<file path="src/sv/temporal_frame_bin_average_defines.svh">
// ----------------------------------------------------------------------------
// Assertion macros for temporal_frame_bin_average
// Shared implication checks, clocked on i_clk, disabled in reset.
// ----------------------------------------------------------------------------
`ifndef TEMPORAL_FRAME_BIN_AVERAGE_DEFINES_SVH
`define TEMPORAL_FRAME_BIN_AVERAGE_DEFINES_SVH

// same-cycle implication
`define TFBA_ASSERT_IMP(label, ante, cons, msg) \
    label: assert property (@(posedge i_clk) disable iff (!i_rst_n) \
        (ante) |-> (cons)) else $error(msg);

// next-cycle implication
`define TFBA_ASSERT_NXT(label, ante, cons, msg) \
    label: assert property (@(posedge i_clk) disable iff (!i_rst_n) \
        (ante) |=> (cons)) else $error(msg);

`endif

</file>
<file path="src/sv/tfba_queue.sv">
// ----------------------------------------------------------------------------
// tfba_queue
// Two-entry FIFO between front and back.
// ----------------------------------------------------------------------------
`default_nettype none

module tfba_queue #(
    parameter int WIDTH = 50
) (
    input  wire logic             i_clk,
    input  wire logic             i_rst_n,
    input  wire logic             i_push,
    input  wire logic [WIDTH-1:0] i_data,
    input  wire logic             i_pop,
    output logic      [WIDTH-1:0] o_head,
    output logic                  o_full,
    output logic                  o_empty
);

    logic [WIDTH-1:0] r_mem [2];
    logic             r_wp, r_rp;
    logic [1:0]       r_cnt, n_cnt;
    logic             do_push, do_pop;

    assign o_full  = (r_cnt == 2'd2);
    assign o_empty = (r_cnt == 2'd0);
    assign o_head  = r_mem[r_rp];
    assign do_push = i_push && !o_full;
    assign do_pop  = i_pop && !o_empty;

    always_comb begin
        n_cnt = r_cnt;
        if (do_push && !do_pop) n_cnt = r_cnt + 2'd1;
        if (do_pop && !do_push) n_cnt = r_cnt - 2'd1;
    end

    always_ff @(posedge i_clk) begin
        if (!i_rst_n) begin
            r_wp  <= 1'b0;
            r_rp  <= 1'b0;
            r_cnt <= 2'd0;
        end else begin
            r_cnt <= n_cnt;
            if (do_push) r_wp <= ~r_wp;
            if (do_pop)  r_rp <= ~r_rp;
        end
        if (do_push) r_mem[r_wp] <= i_data;
    end

endmodule

`default_nettype wire

</file>
<file path="config.mk">
export PLATFORM = sky130hd
export DESIGN_NAME = tfba_queue
export DESIGN_NICKNAME = d
export VERILOG_FILES = /design/src/sv/temporal_frame_bin_average_defines.svh /design/src/sv/tfba_queue.sv
export SDC_FILE = /design/constraint.sdc
export NUM_CORES = 1
export LEC_CHECK = 0
export BUFFER_PORTS_ARGS = -buffer_cell sky130_fd_sc_hd__buf_4
export CAP_MARGIN = 20
export CORE_MARGIN = 3
export CORE_UTILIZATION = 40
export DETAILED_ROUTE_END_ITERATION = 8
export PLACE_DENSITY = 0.69
export SETUP_SLACK_MARGIN = 0.15
export SLEW_MARGIN = 20
export SYNTH_ARGS = -nofsm -noshare
export SYNTH_HDL_FRONTEND = slang
export SYNTH_SLANG_ARGS = --single-unit
</file>
<file path="constraint.sdc">
create_clock -name i_clk -period 2.69 [get_ports i_clk]
set_input_delay 0.269 -clock i_clk [delete_from_list [all_inputs] [get_ports i_clk]]
set_output_delay 0.269 -clock i_clk [all_outputs]
set_load 0.05 [all_outputs]
</file>
==> results_dict.tcl, run 1 <==
set metrics [dict create \
    status "complete, no violations" \
    syn_area_mm2 0.00383 \
    worst_pin_slew_ps 498 \
    grt_usage 0.127 \
    required_ps 2750 \
    critical_path_class "flop to flop" \
    clockRootBuffer "clkbuf_8" \
    total_power_w 0.00535 \
    cts.clk_slew.worst_paths_ps 110 \
    fmax_mhz 518 \
    gp_congestion 0.713 \
    antenna_found_initial 0 \
    critPathLaunch "r_cnt[0]" \
    critPathArrivalTime_ps 1990 \
    fin_setup_tns_ps 0 \
    fin_area_mm2 0.00502 \
    hold_violations 0 \
    ctsHoldBuffers 0 \
    overflow 0 \
    whs_ps 85.2 \
    post-route-util 0.541 \
    nets 353 \
    worstPathMaxFanout 23 \
    syn_avg_cell_area_um2 21.1 \
    grt_max_degree 29 \
    synthToLayoutAreaGrowth_pct 31.2 \
    pin_count 106 \
    rr_startpoint "r_cnt[0]" \
    synthCells 182 \
    ant_nets 0 \
    skew_ps 14.4 \
    start_util 0.413 \
    total_leakage_power_nw 1.86 \
    clock-sinks 105 \
    holdCritPathClass "input port to flop" \
    die_w_um 104 \
    maxCapViolations 0 \
    grt_pass1_vias 2155 \
    coreArea_mm2 0.00928 \
    period_needed_ps 1930 \
    ys_ff_latch 105 \
    power.density_mw_per_mm2 1060 \
    yosys_warnings 0 \
    diodes 0 \
    finalCritPeriodShare 0.718 \
    hold_start "i_data[49]" \
    clockBufferDepth 2 \
    dieHeight_um 104 \
    port_buffers 105 \
    setup_viol 0 \
    drt_iter0_drc 54 \
    cts_tree "built" \
    clock_latency_ps 360 \
    synth_nets 237 \
    dieArea_mm2 0.0108 \
    htreeDepth 3 \
    cts-resized-gates 0 \
    ys_seq_area_frac 0.810 \
    drive_gt1_frac 0.601 \
    crit_path_end_kind "flop" \
    layout_commonest_cell "buf_4" \
    final_cell_mix "109 x buf_4, 100 x edfxtp_1, 50 x mux2_2, 9 x clkbuf_8, 4 x dfxtp_1" \
    viasPerCell 4.63 \
    cts_setup_buffers 0 \
    wire_per_inst_um 15.4 \
    finalMaxSlewViolations 0 \
    yosysUniqueCellTypes 19 \
    dr.pass1.iters 4 \
    wl_um 6650 \
    cts_buffers 9 \
    rsz0062_at_grt "no" \
    num_vias 1999 \
    grt_pass1_wl_um 10700 \
    vdd_drop_max_v 0.000717 \
    slew_headroom 0.668 \
    rows 35 \
    drc 0 \
    dp_hpwl_um 4540 \
    dpl_cell_area_mm2 0.00482 \
    critPathLaunchType "flop" \
]
==> cell type report <==
type                       instances  area [µm²]
clock buffer                       9         124
clock inverter                     7        76.3
fill                             780        4260
inverter                           3        11.3
multi-input combinational         68         689
sequential                       105        3100
tap                              129         161
timing repair buffer             111         858
==> power breakdown <==
part / internal [W] / total, W / switching, W / leakage (nW)
sequential: 0.00206 / 0.00213 / 0.0000657 / 0.977
combinational: 0.000771 / 0.00225 / 0.00148 / 0.787
clock: 0.000439 / 0.000968 / 0.000530 / 0.0966
total: 0.00327 / 0.00535 / 0.00208 / 1.86
==> cells in the mapped netlist, drive strengths merged <==
library cell,instances,share of area
a21boi,2,0.0039
and2,1,0.0016
and3,1,0.0016
buf,5,0.0065
clkbuf,1,0.00098
dfxtp,5,0.026
edfxtp,100,0.78
ha,1,0.0033
inv,3,0.0029
mux2,50,0.15
nand2,1,0.00098
nand2b,1,0.0023
nor2,1,0.00098
nor2b,2,0.0033
o21a,1,0.0020
o21ai,2,0.0026
or3,2,0.0033
xnor2,3,0.0069
==> through the flow <==
step           worst slack, ps  instances
2_1_floorplan              288        182
3_3_place_gp               791        416
3_5_place_dp               744        416
4_1_cts                    734        432
5_1_grt                    646        432
6_report                   759        432
==> flip-flops by register name, indices dropped and copies added (netlist names), named ones only <==
signal / flops
r_mem: 100
r_cnt: 2
r_rp: 1
r_wp: 1
==> worst max-delay path, cell delays in order, from the launching register on <==
cell and delay [ps]:
dfxtp_1 420, nand2b_2 170, inv_2 50, or3_1 340
inv_2 390, buf_12 240
==> kinds of logic (layout without fill, tap and decap cells) <==
logic type / Yosys count / in the layout / synth area share
buf+inv: 9 / 130 / 0.0104
flops: 105 / 105 / 0.810
simple gates: 9 / 9 / 0.0140
mux: 50 / 50 / 0.147
fa+ha+maj: 1 / 1 / 0.00327
compound gates: 5 / 5 / 0.00849
xor+xnor: 3 / 3 / 0.00686
==> metal layers <==
metal / wire length (µm) / vias up / part of all wire / track usage
met5: 0 / - / 0 / 0
met4: 61 / 0 / 0.0092 / 0.0427
met3: 352 / 7 / 0.053 / 0.0441
met2: 3420 / 61 / 0.51 / 0.213
met1: 2810 / 994 / 0.42 / 0.153
li1: - / 937 / - / -
==> worst paths after layout <==
check        cells past startpoint  slack [ps]           end
max                              5         760  r_mem[0][31]
max reg2reg                      5         760  r_mem[0][31]
min                              1          90  r_mem[0][49]
min reg2reg                      2         520          r_wp
Power figures use the tool's default switching activity.
==> inputs of run 2 (changes only) <==
Clock period 2.69 ns to 1.8 ns, I/O delays scaled along.
==> results_dict.tcl, run 2 (same netlist as run 1, synthesis figures left out) <==
set metrics [dict create \
    overflow 0 \
    coreArea_mm2 0.00928 \
    final_cell_mix "106 x buf_4, 100 x edfxtp_1, 50 x mux2_2, 48 x dlygate4sd3_1, 9 x clkbuf_8" \
    clock_latency_ps 350 \
    finalCritPeriodShare 0.935 \
    dr.pass1.iters 4 \
    synthToLayoutAreaGrowth_pct 45.5 \
    drive_gt1_frac 0.519 \
    period_needed_ps 1680 \
    holdCritPathClass "input port to flop" \
    total_leakage_power_nw 2.07 \
    wire_per_inst_um 15.2 \
    dpl_cell_area_mm2 0.00487 \
    port_buffers 105 \
    skew_ps 10.7 \
    fmax_mhz 594 \
    viasPerCell 4.48 \
    critical_path_class "flop to output pin" \
    htreeDepth 3 \
    cts.clk_slew.worst_paths_ps 80 \
    num_vias 2150 \
    dp_slack_ps 257 \
    drt_iter0_drc 55 \
    dieHeight_um 104 \
    largestRegisters "r_mem x100, r_cnt x2" \
    wl_um 7280 \
    grt_pass1_wl_um 11500 \
    multi_input_area_um2 699 \
    hold_violations 0 \
    rsz0062_at_grt "yes" \
    setup_slack_ps 117 \
    status "complete, no violations" \
    required_ps 1620 \
    total_power_w 0.00820 \
    crit_path_end_kind "output pin" \
    antenna_found_initial 0 \
    vdd_drop_max_v 0.000788 \
    fin_area_mm2 0.00558 \
    post-route-util 0.601 \
    nets 402 \
    dp_hpwl_um 4430 \
    gp_congestion 0.665 \
    finalMaxSlewViolations 0 \
    clockRootBuffer "clkbuf_8" \
    cts_buffers 9 \
    cts_tree "built" \
    fill_cells 718 \
    clockBufferDepth 2 \
    worstPathMaxFanout 23 \
    grt_pass1_vias 2303 \
    top_register "r_mem" \
    slew_headroom 0.806 \
    worst_pin_slew_ps 291 \
    start_util 0.413 \
    maxCapViolations 0 \
    ant_nets 0 \
    grt_usage 0.135 \
    grt_max_degree 30 \
    diodes 0 \
    layout_commonest_cell "buf_4" \
    die_w_um 104 \
    dieArea_mm2 0.0108 \
    clock-sinks 105 \
    drc 0 \
    pin_count 106 \
    setup_viol 0 \
    critPathLaunchType "flop" \
    largest_reg_flops 100 \
    power.density_mw_per_mm2 1470 \
    rows 35 \
    regArea_mm2 0.00311 \
    critPathArrivalTime_ps 1500 \
    whs_ps 29.7 \
    cts_setup_buffers 0 \
]
run 2: per-stage QoR:
| step | setup TNS [ps] | instances |
|---|---|---|
| global placement | 0 | 416 |
| CTS | 0 | 478 |
| detailed placement | 0 | 416 |
| floorplan | -1580 | 182 |
| finish | 0 | 480 |
| global route | 0 | 480 |
run 2: final timing paths:
check | start | end | slack [ps] | cells past startpoint
setup / recovery | flop | o_head[45] | 120 | 3
hold / removal | i_data[9] | r_mem[0][9] | 30 | 1
setup reg to reg | r_cnt[0] | r_mem[0][20] | 270 | 5
hold reg to reg | r_wp | r_wp | 510 | 2
run 2: worst max-delay path, cell delays in order (launching register included):
cell	delay, ps
dfxtp_4	400
buf_12	190
mux2_2	370
buf_4	190
run 2: layout make-up:
| class | instances | share of cell area |
|---|---|---|
| tap | 129 | 0.0289 |
| multi-input combinational | 68 | 0.125 |
| clock inverter | 5 | 0.0103 |
| inverter | 3 | 0.00359 |
| timing repair buffer | 160 | 0.251 |
| clock buffer | 10 | 0.0229 |
| sequential | 105 | 0.557 |
run 2: report_power, final:
part	switching (W)	total [W]	internal, W	leakage, nW
combinational	0.00227	0.00360	0.00134	1.01
sequential	0.000123	0.00321	0.00309	0.978
clock	0.000748	0.00138	0.000634	0.0860
run 2: per-layer routing:
metal	global-route usage	vias to the layer above	share of wire
li1	-	1033	-
met5	0	-	0
met2	0.225	72	0.50
met4	0.0541	0	0.013
met3	0.0435	10	0.060
met1	0.162	1035	0.42
run 2: timing repair:
| item | in CTS | in global routing |
|---|---|---|
| endpoints found under the hold margin | 93 | 1 |
| endpoints found under the setup margin | 50 | 50 |
| gates resized for setup | 3 | 1 |
| gates cloned | 0 | 1 |
| hold buffers | 47 | 1 |
| pin swaps | 0 | 0 |
